===== src/rtl/srfc_pkg.sv =====
package srfc_pkg;

  localparam logic [7:0]  START_BYTE   = 8'hAA;
  localparam logic [7:0]  SUM_A_INIT   = 8'hFF;
  localparam logic [7:0]  SUM_B_INIT   = 8'h00;
  localparam logic [3:0]  HDR_LAST     = 4'd10;
  localparam logic [3:0]  BODY_LAST    = 4'd9;
  localparam logic [15:0] BODY_BYTES   = 16'd10;
  localparam logic [15:0] ERR_LEN      = 16'd12;
  localparam logic [15:0] DATA_LEN_OFS = 16'd11;
  localparam logic [15:0] MAX_LEN_RST  = 16'hFFFF;
  localparam logic [3:0]  IDX_NONE     = 4'hF;

  localparam int QAW    = 2;
  localparam int QDEPTH = 1 << QAW;

  localparam logic [2:0] ST_OK       = 3'd0;
  localparam logic [2:0] ST_HDR_SUM  = 3'd1;
  localparam logic [2:0] ST_BODY_SUM = 3'd2;
  localparam logic [2:0] ST_ERR_RESP = 3'd3;
  localparam logic [2:0] ST_REQUEST  = 3'd4;
  localparam logic [2:0] ST_SHORT    = 3'd5;

  typedef enum logic [2:0] {
    PH_HUNT,
    PH_HDR,
    PH_HSUM,
    PH_BODY,
    PH_DATA,
    PH_BSUM
  } phase_t;

  typedef enum logic [2:0] {
    TK_START,
    TK_HDR,
    TK_BODY,
    TK_DATA,
    TK_STAT
  } tok_kind_t;

  typedef struct packed {
    tok_kind_t  kind;
    logic [3:0] idx;
    logic [7:0] value;
    logic [2:0] status;
    logic       err_ok;
  } tok_t;

endpackage


===== src/rtl/srfc_if.sv =====


interface srfc_out_if;
  logic        valid;
  logic        ready;
  logic        frame_end;
  logic [7:0]  data_byte;
  logic [2:0]  status;
  logic [7:0]  svc_code;
  logic [15:0] obj_kind;
  logic [31:0] obj_ident;
  logic [15:0] prop_code;
  logic [31:0] source_addr;
  logic [31:0] dest_addr;
  logic [15:0] data_count;
  logic [15:0] error_code;
  logic        truncated;

  modport source (
    output valid, output frame_end, output data_byte, output status,
    output svc_code, output obj_kind, output obj_ident, output prop_code,
    output source_addr, output dest_addr, output data_count, output error_code,
    output truncated, input ready
  );
  modport sink (
    input valid, input frame_end, input data_byte, input status,
    input svc_code, input obj_kind, input obj_ident, input prop_code,
    input source_addr, input dest_addr, input data_count, input error_code,
    input truncated, output ready
  );
endinterface


===== src/rtl/srfc_back.sv =====
module srfc_back import srfc_pkg::*; (
  input  logic        clk,
  input  logic        rst_n,
  input  logic        q_valid,
  input  tok_t        q_tok,
  output logic        q_pop,
  input  logic        cfg_wr_en,
  input  logic [15:0] cfg_wr_data,
  srfc_out_if.source  out_ch
);

  typedef struct packed {
    logic        frame_end;
    logic [7:0]  data_byte;
    logic [2:0]  status;
    logic [7:0]  svc_code;
    logic [15:0] obj_kind;
    logic [31:0] obj_ident;
    logic [15:0] prop_code;
    logic [31:0] source_addr;
    logic [31:0] dest_addr;
    logic [15:0] data_count;
    logic [15:0] error_code;
    logic        truncated;
  } res_t;

  logic [15:0] max_len_r;
  logic [31:0] src_r, src_nxt;
  logic [31:0] dst_r, dst_nxt;
  logic [7:0]  svc_r, svc_nxt;
  logic [15:0] otype_r, otype_nxt;
  logic [31:0] oid_r, oid_nxt;
  logic [15:0] prop_r, prop_nxt;
  logic [15:0] err_r, err_nxt;
  logic [15:0] dlv_r, dlv_nxt;
  logic        trunc_r, trunc_nxt;
  logic        out_valid_r, out_valid_nxt;
  res_t        res_r, res_nxt;
  logic        slot_free;
  logic        can_dlv;
  logic        needs_out;

  assign slot_free = !out_valid_r || out_ch.ready;
  assign can_dlv   = (dlv_r < max_len_r);
  assign needs_out = (q_tok.kind == TK_STAT) || (q_tok.kind == TK_DATA && can_dlv);
  assign q_pop     = q_valid && (!needs_out || slot_free);

  always_comb begin
    src_nxt       = src_r;
    dst_nxt       = dst_r;
    svc_nxt       = svc_r;
    otype_nxt     = otype_r;
    oid_nxt       = oid_r;
    prop_nxt      = prop_r;
    err_nxt       = err_r;
    dlv_nxt       = dlv_r;
    trunc_nxt     = trunc_r;
    res_nxt       = res_r;
    out_valid_nxt = out_valid_r && !out_ch.ready;
    if (q_pop) begin
      case (q_tok.kind)
        TK_START: begin
          src_nxt   = '0;
          dst_nxt   = '0;
          svc_nxt   = '0;
          otype_nxt = '0;
          oid_nxt   = '0;
          prop_nxt  = '0;
          err_nxt   = '0;
          dlv_nxt   = '0;
          trunc_nxt = 1'b0;
        end
        TK_HDR: begin
          case (q_tok.idx)
            4'd1: src_nxt[7:0]   = q_tok.value;
            4'd2: src_nxt[15:8]  = q_tok.value;
            4'd3: src_nxt[23:16] = q_tok.value;
            4'd4: src_nxt[31:24] = q_tok.value;
            4'd5: dst_nxt[7:0]   = q_tok.value;
            4'd6: dst_nxt[15:8]  = q_tok.value;
            4'd7: dst_nxt[23:16] = q_tok.value;
            4'd8: dst_nxt[31:24] = q_tok.value;
            default: ;
          endcase
        end
        TK_BODY: begin
          case (q_tok.idx)
            4'd1: svc_nxt          = q_tok.value;
            4'd2: otype_nxt[7:0]   = q_tok.value;
            4'd3: otype_nxt[15:8]  = q_tok.value;
            4'd4: oid_nxt[7:0]     = q_tok.value;
            4'd5: oid_nxt[15:8]    = q_tok.value;
            4'd6: oid_nxt[23:16]   = q_tok.value;
            4'd7: oid_nxt[31:24]   = q_tok.value;
            4'd8: prop_nxt[7:0]    = q_tok.value;
            4'd9: prop_nxt[15:8]   = q_tok.value;
            default: ;
          endcase
        end
        TK_DATA: begin
          if (q_tok.idx == 4'd0) begin
            err_nxt[7:0] = q_tok.value;
          end else if (q_tok.idx == 4'd1) begin
            err_nxt[15:8] = q_tok.value;
          end
          if (can_dlv) begin
            res_nxt           = '0;
            res_nxt.data_byte = q_tok.value;
            out_valid_nxt     = 1'b1;
            dlv_nxt           = dlv_r + 16'd1;
          end else begin
            trunc_nxt = 1'b1;
          end
        end
        TK_STAT: begin
          res_nxt.frame_end   = 1'b1;
          res_nxt.data_byte   = '0;
          res_nxt.status      = q_tok.status;
          res_nxt.svc_code    = svc_r;
          res_nxt.obj_kind    = otype_r;
          res_nxt.obj_ident   = oid_r;
          res_nxt.prop_code   = prop_r;
          res_nxt.source_addr = src_r;
          res_nxt.dest_addr   = dst_r;
          res_nxt.data_count  = dlv_r;
          res_nxt.error_code  = (q_tok.status == ST_ERR_RESP && q_tok.err_ok) ? err_r : '0;
          res_nxt.truncated   = trunc_r;
          out_valid_nxt       = 1'b1;
        end
        default: ;
      endcase
    end
  end

  always_ff @(posedge clk) begin
    if (!rst_n) begin
      max_len_r   <= MAX_LEN_RST;
      out_valid_r <= 1'b0;
    end else begin
      if (cfg_wr_en) begin
        max_len_r <= cfg_wr_data;
      end
      out_valid_r <= out_valid_nxt;
    end
  end

  always_ff @(posedge clk) begin
    src_r   <= src_nxt;
    dst_r   <= dst_nxt;
    svc_r   <= svc_nxt;
    otype_r <= otype_nxt;
    oid_r   <= oid_nxt;
    prop_r  <= prop_nxt;
    err_r   <= err_nxt;
    dlv_r   <= dlv_nxt;
    trunc_r <= trunc_nxt;
    res_r   <= res_nxt;
  end

  assign out_ch.valid       = out_valid_r;
  assign out_ch.frame_end   = res_r.frame_end;
  assign out_ch.data_byte   = res_r.data_byte;
  assign out_ch.status      = res_r.status;
  assign out_ch.svc_code    = res_r.svc_code;
  assign out_ch.obj_kind    = res_r.obj_kind;
  assign out_ch.obj_ident   = res_r.obj_ident;
  assign out_ch.prop_code   = res_r.prop_code;
  assign out_ch.source_addr = res_r.source_addr;
  assign out_ch.dest_addr   = res_r.dest_addr;
  assign out_ch.data_count  = res_r.data_count;
  assign out_ch.error_code  = res_r.error_code;
  assign out_ch.truncated   = res_r.truncated;

  a_data_clean: assert property (@(posedge clk) disable iff (!rst_n)
    out_valid_r && !res_r.frame_end |-> res_r.status == ST_OK && !res_r.truncated)
    else $error("data result carries status fields");
  a_trunc_set: assert property (@(posedge clk) disable iff (!rst_n)
    q_pop && q_tok.kind == TK_DATA && !can_dlv |=> trunc_r)
    else $error("dropped data byte not flagged");
  a_pop_slot: assert property (@(posedge clk) disable iff (!rst_n)
    q_pop && needs_out |-> slot_free)
    else $error("result request popped without free output slot");

endmodule


===== src/flat_wrapper.sv =====
// flat-port wrapper written by rule: the top's interface ports become plain ports
module srfc_back_flat import srfc_pkg::*;
  (clk, rst_n, q_valid, q_tok, q_pop, cfg_wr_en, cfg_wr_data, out_ch_valid, out_ch_frame_end, out_ch_data_byte, out_ch_status, out_ch_svc_code, out_ch_obj_kind, out_ch_obj_ident, out_ch_prop_code, out_ch_source_addr, out_ch_dest_addr, out_ch_data_count, out_ch_error_code, out_ch_truncated, out_ch_ready);
  srfc_out_if out_ch_i ();
  input  logic clk;
  input  logic rst_n;
  input  logic q_valid;
  input  tok_t q_tok;
  output logic q_pop;
  input  logic cfg_wr_en;
  input  logic [15:0] cfg_wr_data;
  output wire logic [$bits(out_ch_i.valid)-1:0] out_ch_valid;
  output wire logic [$bits(out_ch_i.frame_end)-1:0] out_ch_frame_end;
  output wire logic [$bits(out_ch_i.data_byte)-1:0] out_ch_data_byte;
  output wire logic [$bits(out_ch_i.status)-1:0] out_ch_status;
  output wire logic [$bits(out_ch_i.svc_code)-1:0] out_ch_svc_code;
  output wire logic [$bits(out_ch_i.obj_kind)-1:0] out_ch_obj_kind;
  output wire logic [$bits(out_ch_i.obj_ident)-1:0] out_ch_obj_ident;
  output wire logic [$bits(out_ch_i.prop_code)-1:0] out_ch_prop_code;
  output wire logic [$bits(out_ch_i.source_addr)-1:0] out_ch_source_addr;
  output wire logic [$bits(out_ch_i.dest_addr)-1:0] out_ch_dest_addr;
  output wire logic [$bits(out_ch_i.data_count)-1:0] out_ch_data_count;
  output wire logic [$bits(out_ch_i.error_code)-1:0] out_ch_error_code;
  output wire logic [$bits(out_ch_i.truncated)-1:0] out_ch_truncated;
  input wire logic [$bits(out_ch_i.ready)-1:0] out_ch_ready;
  assign out_ch_valid = out_ch_i.valid;
  assign out_ch_frame_end = out_ch_i.frame_end;
  assign out_ch_data_byte = out_ch_i.data_byte;
  assign out_ch_status = out_ch_i.status;
  assign out_ch_svc_code = out_ch_i.svc_code;
  assign out_ch_obj_kind = out_ch_i.obj_kind;
  assign out_ch_obj_ident = out_ch_i.obj_ident;
  assign out_ch_prop_code = out_ch_i.prop_code;
  assign out_ch_source_addr = out_ch_i.source_addr;
  assign out_ch_dest_addr = out_ch_i.dest_addr;
  assign out_ch_data_count = out_ch_i.data_count;
  assign out_ch_error_code = out_ch_i.error_code;
  assign out_ch_truncated = out_ch_i.truncated;
  assign out_ch_i.ready = out_ch_ready;
  srfc_back u_core (.clk(clk), .rst_n(rst_n), .q_valid(q_valid), .q_tok(q_tok), .q_pop(q_pop), .cfg_wr_en(cfg_wr_en), .cfg_wr_data(cfg_wr_data), .out_ch(out_ch_i));
endmodule

===== config.mk =====
export PLATFORM = sky130hd
export DESIGN_NAME = srfc_back_flat
export DESIGN_NICKNAME = d
export VERILOG_FILES = /design/src/rtl/srfc_pkg.sv /design/src/rtl/srfc_if.sv /design/src/rtl/srfc_back.sv /design/src/flat_wrapper.sv
export SDC_FILE = /design/constraint.sdc
export NUM_CORES = 1
export LEC_CHECK = 0
export BUFFER_PORTS_ARGS = -buffer_cell sky130_fd_sc_hd__buf_2
export CAP_MARGIN = 30
export CORE_AREA = 2 2 188 190
export DETAILED_ROUTE_END_ITERATION = 8
export DIE_AREA = 0 0 190 192
export PLACE_DENSITY_LB_ADDON = 0.3
export SYNTH_ARGS = -nofsm -noshare
export SYNTH_HDL_FRONTEND = slang
export SYNTH_SLANG_ARGS = --single-unit

===== constraint.sdc =====
create_clock -name clk -period 21.1 [get_ports clk]
set_input_delay 1.055 -clock clk [delete_from_list [all_inputs] [get_ports clk]]
set_output_delay 1.055 -clock clk [all_outputs]
set_load 0.01 [all_outputs]

==> flow_summary.ini, run 1 <==
[status]
status = finished, final reports clean

[finish]
fin_util_pct = 47.9
syn_to_final_growth_pct = 21.3
drive_gt1_share_pct = 27.4
layout.nets = 1104
fin_cells = 1534

[sta]
setup_violations = 0
hold_viol_final = 0
final.setup_skew_ns = 0.0156
fin_crit_sh_pct = 19.0
rsz0062_at_grt = no
postLayoutSetupSlackWorst_ns = 17.10
min_period_ns = 4.00
worst_pin_slew_ns = 1.02
slew_viol_final = 0
finalSetupTns_ns = 0
maxClockFrequency_mhz = 250
slew_headroom_pct = 32.3

[global_route]
overflow = 0
first_global_vias = 7164
grt_pass1_wl_mm = 44.0
antenna_found_initial = 7
grt_use_total_pct = 16.2
grt_max_degree = 119

[cts]
clkLatencyLatePin_ns = 0.52
cts_tree = built
cts_setup_buffers = 0
cts_buffers = 39
cts_resized = 0
cts.sinks = 367
clk_path_buf_depth = 3
root_buffer = clkbuf_16
cts_hold_buf = 0
cts_max_level = 2
clk_transition_reported_paths_ns = 0.06

[route]
met1_length_mm = 13.4
vias = 7440
wl_met2_mm = 13.7
routed.top_layer = met4
drtIter0Drc = 580
route.detailed.drc = 0
via_per_inst = 4.85
drt-pass1-iter-count = 4
wire_per_inst_um = 19.5
postRouteAntennaNets = 0
dr_wl_met3_mm = 1.93
wirelength_mm = 29.9

[yosys]
syn_area_per_cell_um2 = 16.5
syn_inst = 823
synth_seq_area_share_pct = 80.1
synth_area_um2 = 13500
synth_warnings = 0
synth_seq_cells = 367
syn_nets = 879
synth_cell_types = 33

[floorplanning]
start_util_pct = 39.5
dieArea_um2 = 36500
fp.dieH_um = 192
die_w_um = 190
core_area_um2 = 34300
rows = 68
ios = 223

[setup_path]
crit_fanout = 65
crit_arrival_ns = 4.14
required_ns = 21.23
worstSetupStartpointType = input pin
end_kind = register
worst-setup-path-type = input pin to register

[placement]
io_buffers = 222
dp_cells = 1458
dp_hpwl_mm = 19.4
place_ws_ns = 16.52
place_congestion = 0.765

[power]
power_density_nw_per_um2 = 95.8
p_leak_uw = 0.00636
vdd_ir_drop_max_v = 0.0000505

[run]
maxCapViolCount = 0

[worst_hold_path]
min_path_type = register to register
==> flip-flops by register name, summed over array words and instances, names as in the netlist, 3 cells and up <==
signal,count
u_core.max_len_r,16
u_core.out_ch.source_addr,32
u_core.src_r,32
u_core.err_r,16
u_core.oid_r,32
u_core.out_ch.data_count,16
u_core.out_ch.dest_addr,32
u_core.out_ch.obj_kind,16
u_core.out_ch.obj_ident,32
u_core.out_ch.prop_code,16
u_core.otype_r,16
u_core.dlv_r,16
u_core.out_ch.error_code,16
u_core.out_ch.status,3
u_core.dst_r,32
u_core.prop_r,16
u_core.svc_r,8
u_core.out_ch.data_byte,8
u_core.out_ch.svc_code,8
==> cells in the mapped netlist <==
cell      count  area, um^2
clkbuf_1     48         180
nand2b_1      2        12.5
a21o_1        2        15.0
a21oi_1      28         140
nand3_1       9        45.0
xor2_1       10        87.6
nor3b_1       2        15.0
o21ai_0       2        10.0
nor2b_1       4        25.0
a211oi_2      1        12.5
and4_1        1        8.76
ha_1         16         200
inv_1        19        71.3
edfxtp_1    350       10500
and4b_1       1        10.0
nor2_1       25        93.8
mux2i_1       1        10.0
or2_2         4        25.0
o31ai_1       1        7.51
and2_1       57         357
nand4_1       6        37.5
xnor2_1       4        35.0
o21a_1        3        22.5
nor3b_2       1        12.5
nand2_1      29         109
a31oi_1       1        6.26
a21boi_0      1        7.51
and3_1      159         995
o211ai_1     15         113
dfxtp_1      17         340
nand3b_1      1        7.51
a211o_1       2        17.5
buf_2         1        5.00
==> critical path, cell delays in order <==
cell	delay [ns]
buf_2	0.19
nor2_4	0.69
nand2_1	0.41
inv_1	0.18
a21o_1	0.12
nor3b_4	0.20
buf_4	0.51
buf_4	0.74
==> power breakdown <==
group,internal [uW],leakage [uW],switching [uW]
sequential,822,0.00314,7.54
clock,411,0.000606,263
combinational,23.7,0.00261,47.3
total,1260,0.00636,318
==> per-layer routing <==
metal,vias to the layer above,GRT usage (%)
met5,-,0
met4,0,5.55
met3,54,3.62
met2,268,25.1
met1,3585,22.5
li1,3533,-
==> area by class of cell <==
| cell class | instances | area [um^2] |
|---|---|---|
| multi-input cells | 388 | 2460 |
| inverters | 19 | 71.3 |
| clock inverters | 19 | 248 |
| diodes | 7 | 17.5 |
| flip-flops and latches | 367 | 10900 |
| clock buffers | 46 | 1000 |
| well taps | 455 | 569 |
| fillers | 2944 | 17900 |
| repair buffers | 233 | 1220 |
==> logic make-up after synthesis <==
logic type,synth area share [%]
muxes,0.0739
xor gates and xnor gates,0.905
adders and majority gates,1.48
and+or+nand+nor,12.9
AOI/OAI and AO/OA,2.60
DFF,80.1
buffers and inverters,1.89
==> final timing paths <==
check	depth (start not counted)	startpoint	endpoint	slack, ns
max	8	q_tok[17]	u_core.out_ch.prop_code[3]	17.10
min	2	u_core.max_len_r[8]	u_core.max_len_r[8]	0.49
max reg2reg	9	u_core.dlv_r[2]	u_core.out_ch.prop_code[3]	17.11
min reg2reg	2	u_core.max_len_r[8]	u_core.max_len_r[8]	0.49
==> cells in the final DEF (no fill, tap or decap), types with 11 or more instances in the layout <==
master,Yosys,layout
o211ai_1,15,15
and2_1,57,57
nor2_1,25,24
and3_1,159,159
buf_2,1,221
buf_4,0,11
edfxtp_1,350,350
a21oi_1,28,28
dfxtp_1,17,17
ha_1,16,16
nand2_1,29,29
clkbuf_16,0,39
inv_1,19,19
==> stage by stage <==
| step | hold slack [ns] | area, um^2 | power, uW |
|---|---|---|---|
| 2_1_floorplan | 0.443 | 13500 | 886 |
| 3_3_place_gp | 0.476 | 15100 | 914 |
| 3_5_place_dp | 0.484 | 15100 | 916 |
| 4_1_cts | 0.493 | 16400 | 1590 |
| 5_1_grt | 0.503 | 16400 | 1630 |
| 6_report | 0.486 | 16400 | 1570 |
(Power assumes the default switching activity.)
==> run 2: changes to the inputs <==
clock period = 3.7 ns   (was 21.1 ns; I/O delays follow)
==> run 2 against run 1 <==
  * Combinational power rose to 6.1 times the previous value
  * Via count rose by 2.7%
  * Total power grew to 5.6 times the previous value
  * Die area unchanged
  * Cell area grew 1.1%
  * Clock power grew to 5.4 times the previous value
  * First-iteration DRC count rose by 3.6%
  * Largest cell class unchanged
  * Largest power group unchanged
==> flow_summary.ini, run 2 (synthesis results as in run 1) <==
[floorplanning]
fp.dieH_um = 192
start_util_pct = 39.5
die_w_um = 190
core_area_um2 = 34300
dieArea_um2 = 36500
ios = 223
rows = 68

[worst_hold_path]
hp-start = q_valid
min_path_type = input pin to register

[sta]
slew_viol_final = 0
min_period_ns = 3.10
worst_pin_slew_ns = 1.04
rsz0062_at_grt = no
final.setup_skew_ns = 0.0176
fin_crit_sh_pct = 83.8
hold_viol_final = 0
setup_violations = 0
postLayoutSetupSlackWorst_ns = 0.601
maxClockFrequency_mhz = 323
slew_headroom_pct = 31.0
finalSetupTns_ns = 0

[setup_path]
crit_arrival_ns = 3.27
worst-setup-path-type = register to register
required_ns = 3.87
r2r-start = u_core.dlv_r[2]
crit_fanout = 36
crit_start = u_core.dlv_r[2]
end_kind = register
worstSetupStartpointType = register

[route]
via_per_inst = 4.91
route.detailed.drc = 0
drt-pass1-iter-count = 5
wire_per_inst_um = 19.9
vias = 7640
drtIter0Drc = 601
postRouteAntennaNets = 0
wirelength_mm = 31.0

[global_route]
first_global_vias = 7399
grt_use_total_pct = 16.9
grt_max_degree = 98
grt_pass1_wl_mm = 45.5
overflow = 0
antenna_found_initial = 4

[finish]
fin_cells = 1556
syn_to_final_growth_pct = 22.6
finalInstanceArea_um2 = 16600
drive_gt1_share_pct = 27.3
mostFrequentLayoutCells = edfxtp_1, buf_2, and3_1
fill_cells = 2978
layout_commonest_cell = edfxtp_1
layout.nets = 1132

[cts]
cts_buffers = 39
clkLatencyLatePin_ns = 0.52
cts_max_level = 2
cts.sinks = 367
cts_tree = built
cts_setup_buffers = 0
root_buffer = clkbuf_16
clk_path_buf_depth = 3
clk_transition_reported_paths_ns = 0.06

[run]
maxCapViolCount = 0

[power]
vdd_ir_drop_max_v = 0.000356
power_density_nw_per_um2 = 530
p_leak_uw = 0.00644

[placement]
place_area_um2 = 15200
dp_cells = 1470
io_buffers = 222
place_congestion = 0.818
place_ws_ns = 0.603
dp_hpwl_mm = 19.9

[status]
status = finished, final reports clean
[run 2: cell count changes in the layout (fill, tap and decap cells not counted), sizes merged]
cell,change
inv,-1
dlygate4sd3,+19
clkbuf,+5
diode,-3
clkinv,-3
bufinv,-4
buf,+9
[run 2: layer usage]
| metal | part of all wire (%) | track usage [%] | wire, um |
|---|---|---|---|
| met5 | 0.048 | 0 | 15 |
| met4 | 2.4 | 5.19 | 757 |
| met3 | 6.2 | 3.58 | 1920 |
| met2 | 46 | 26.5 | 14200 |
| met1 | 46 | 23.7 | 14100 |
[run 2: final timing paths]
path,to,slack [ns],depth (start not counted)
max,u_core.out_ch.obj_ident[9],0.60,8
min,u_core.out_ch.valid,0.04,3
max reg2reg,u_core.out_ch.obj_ident[9],0.60,8
min reg2reg,u_core.max_len_r[13],0.49,2
[run 2: per-stage QoR]
stage	hold slack [ns]	total power [uW]	util [%]
2_1_floorplan	0.313	5050	-
3_3_place_gp	0.402	5230	44.3
3_5_place_dp	0.410	5240	44.4
4_1_cts	0.0165	8910	48.4
5_1_grt	0.0275	9100	48.4
6_report	0.0384	8800	48.4
[run 2: final cells by class]
| type | instances | area [um^2] | share of cell area, % |
|---|---|---|---|
| Clock inverter | 11 | 110 | 0.663 |
| Antenna cell | 4 | 10.0 | 0.0603 |
| Timing Repair Buffer | 261 | 1480 | 8.90 |
| Clock buffer | 51 | 1060 | 6.40 |
| Tap cell | 455 | 569 | 3.43 |
| Inverter | 19 | 71.3 | 0.429 |
| Multi-Input combinational cell | 388 | 2460 | 14.8 |
| Sequential cell | 367 | 10900 | 65.3 |
[run 2: what timing repair did]
action / 4_1_cts / 5_1_grt
gates resized for setup: 0 / 0
endpoints found under the hold margin: 18 / 0
hold buffers: 19 / 0
[run 2: worst max-delay path, cell delays in order, from the launching register on]
cell and delay (ns):
edfxtp_1 0.45, ha_1 0.32, a211o_1 0.26, a31oi_1 0.17, o31ai_1 0.13, a211oi_2 0.41
a21o_1 0.19, nor3b_4 0.31, buf_4 0.47
[run 2: report_power, final]
| part | internal, uW | leakage [uW] | switching, uW |
|---|---|---|---|
| clock network | 2150 | 0.000566 | 1500 |
| registers | 4690 | 0.00314 | 43.3 |
| logic | 153 | 0.00273 | 278 |
==> run 3: changes to the inputs <==
clock period = 3.11 ns   (was 3.7 ns; I/O delays follow)
==> run 3 against run 2 <==
  * Register-to-register slack lost 0.32 ns
  * Core utilization grew 0.53 points
  * Via count shrank 0.86%
  * Sequential power up 19%
  * Routed wire length fell by 2.5%
  * Hold slack worse by 0.0098 ns
  * Clock skew fell by 0.0053 ns
  * Maximum frequency grew 9.5%
  * Critical path depth grew 1
  * Largest cell class unchanged
  * Cell area rose by 1.1%
  * Die area is the same
  * Setup slack got worse by 0.32 ns
==> flow_summary.ini, run 3 (synthesis results as in run 1) <==
[status]
status = finished, final reports clean

[finish]
mostFrequentLayoutCells = edfxtp_1, buf_2, and3_1
layout.nets = 1144
syn_to_final_growth_pct = 24.0
fin_cells = 1573
drive_gt1_share_pct = 28.5
layout_commonest_cell = edfxtp_1

[sta]
final.setup_skew_ns = 0.0122
min_period_ns = 2.83
rsz0062_at_grt = no
slew_viol_final = 0
worst_pin_slew_ns = 0.921
maxClockFrequency_mhz = 353
setup_violations = 0
postLayoutSetupSlackWorst_ns = 0.280
fin_crit_sh_pct = 91.0
hold_viol_final = 0
slew_headroom_pct = 38.6

[floorplanning]
core_area_um2 = 34300
dieArea_um2 = 36500
die_w_um = 190
ios = 223
fp.dieH_um = 192
rows = 68
start_util_pct = 39.5

[cts]
clk_path_buf_depth = 3
root_buffer = clkbuf_16
clk_transition_reported_paths_ns = 0.06
cts_setup_buffers = 0
cts_hold_buf = 20
cts_resized = 0
cts.sinks = 367
clkLatencyLatePin_ns = 0.52
cts_buffers = 38
cts_tree = built
cts_max_level = 2

[global_route]
first_global_vias = 7277
grt_max_degree = 106
overflow = 0
antenna_found_initial = 4
grt_use_total_pct = 16.4
grt_pass1_wl_mm = 44.3

[route]
vias = 7574
via_per_inst = 4.82
route.detailed.drc = 0
wirelength_mm = 30.3
wire_per_inst_um = 19.2
drt-pass1-iter-count = 5
drtIter0Drc = 549
postRouteAntennaNets = 0

[power]
total_power_uw = 10600
vdd_ir_drop_max_v = 0.000333
power_density_nw_per_um2 = 632
p_leak_uw = 0.00656

[worst_hold_path]
hold_path_depth = 2
hp-start = rst_n
min_path_type = input pin to register
worstHoldEndpoint = u_core.max_len_r[12]

[placement]
io_buffers = 222
dp_hpwl_mm = 20.1
place_congestion = 0.787
dp_cells = 1483
place_ws_ns = 0.276

[setup_path]
crit_arrival_ns = 3.04
required_ns = 3.32
reg2reg_to = u_core.out_ch.obj_kind[11]
worstSetupStartpointType = register
crit_fanout = 28
ff2ff_setup_slack_ns = 0.28
rr_worst_depth = 9
worst-setup-path-type = register to register
r2r-start = u_core.dlv_r[5]
end_kind = register

[run]
maxCapViolCount = 0
run 3: cell type report:
cell class | count | area [um^2]
Clock inverter | 24 | 243
Clock buffer | 43 | 991
Multi-Input combinational cell | 388 | 2460
Timing Repair Buffer | 274 | 1600
Fill cell | 2914 | 17500
Antenna cell | 3 | 7.51
Inverter | 19 | 71.3
Tap cell | 455 | 569
Sequential cell | 367 | 10900
run 3: worst max path at each step:
stage / start / end / cells after the start
6_report: u_core.dlv_r[5] / u_core.out_ch.obj_kind[11] / 9
5_1_grt: u_core.dlv_r[5] / u_core.out_ch.data_byte[3] / 9
4_1_cts: u_core.dlv_r[5] / u_core.out_ch.obj_ident[11] / 9
3_5_place_dp: u_core.dlv_r[5] / u_core.out_ch.obj_ident[11] / 9
3_3_place_gp: u_core.dlv_r[2] / u_core.out_ch.obj_ident[11] / 9
2_1_floorplan: u_core.dlv_r[2] / u_core.out_ch.data_byte[0] / 7
run 3: critical path, stage by stage (launching register included):
cell      delay, ns
edfxtp_1       0.48
ha_1           0.34
a211o_1        0.26
a21oi_1        0.13
o31ai_1        0.10
a211oi_2       0.27
a21o_1         0.18
nor3b_4        0.24
buf_4          0.29
buf_12         0.22
run 3: power breakdown:
group,internal (uW),switching (uW),total (uW)
clock network,2700,1760,4460
registers,5570,48.4,5620
logic,194,333,527
run 3: layer usage:
metal  GRT usage (%)  wire, um  vias up
met3            3.89      2020       40
li1                -         -     3622
met4            4.32       488        2
met5               0        13        -
met2            25.4     13800      237
met1            23.5     13900     3673
run 3: stage by stage:
stage                     hold slack [ns]  cell area [um^2]  setup TNS [ns]  utilization (%)
after floorplan                     0.284             13600         -654.33                -
final                              0.0287             16800               0             49.0
after CTS                          0.0203             16800               0             49.0
after detailed placement            0.379             15400               0             44.8
after global routing               0.0386             16800               0             49.0
after global placement              0.374             15400               0             44.8
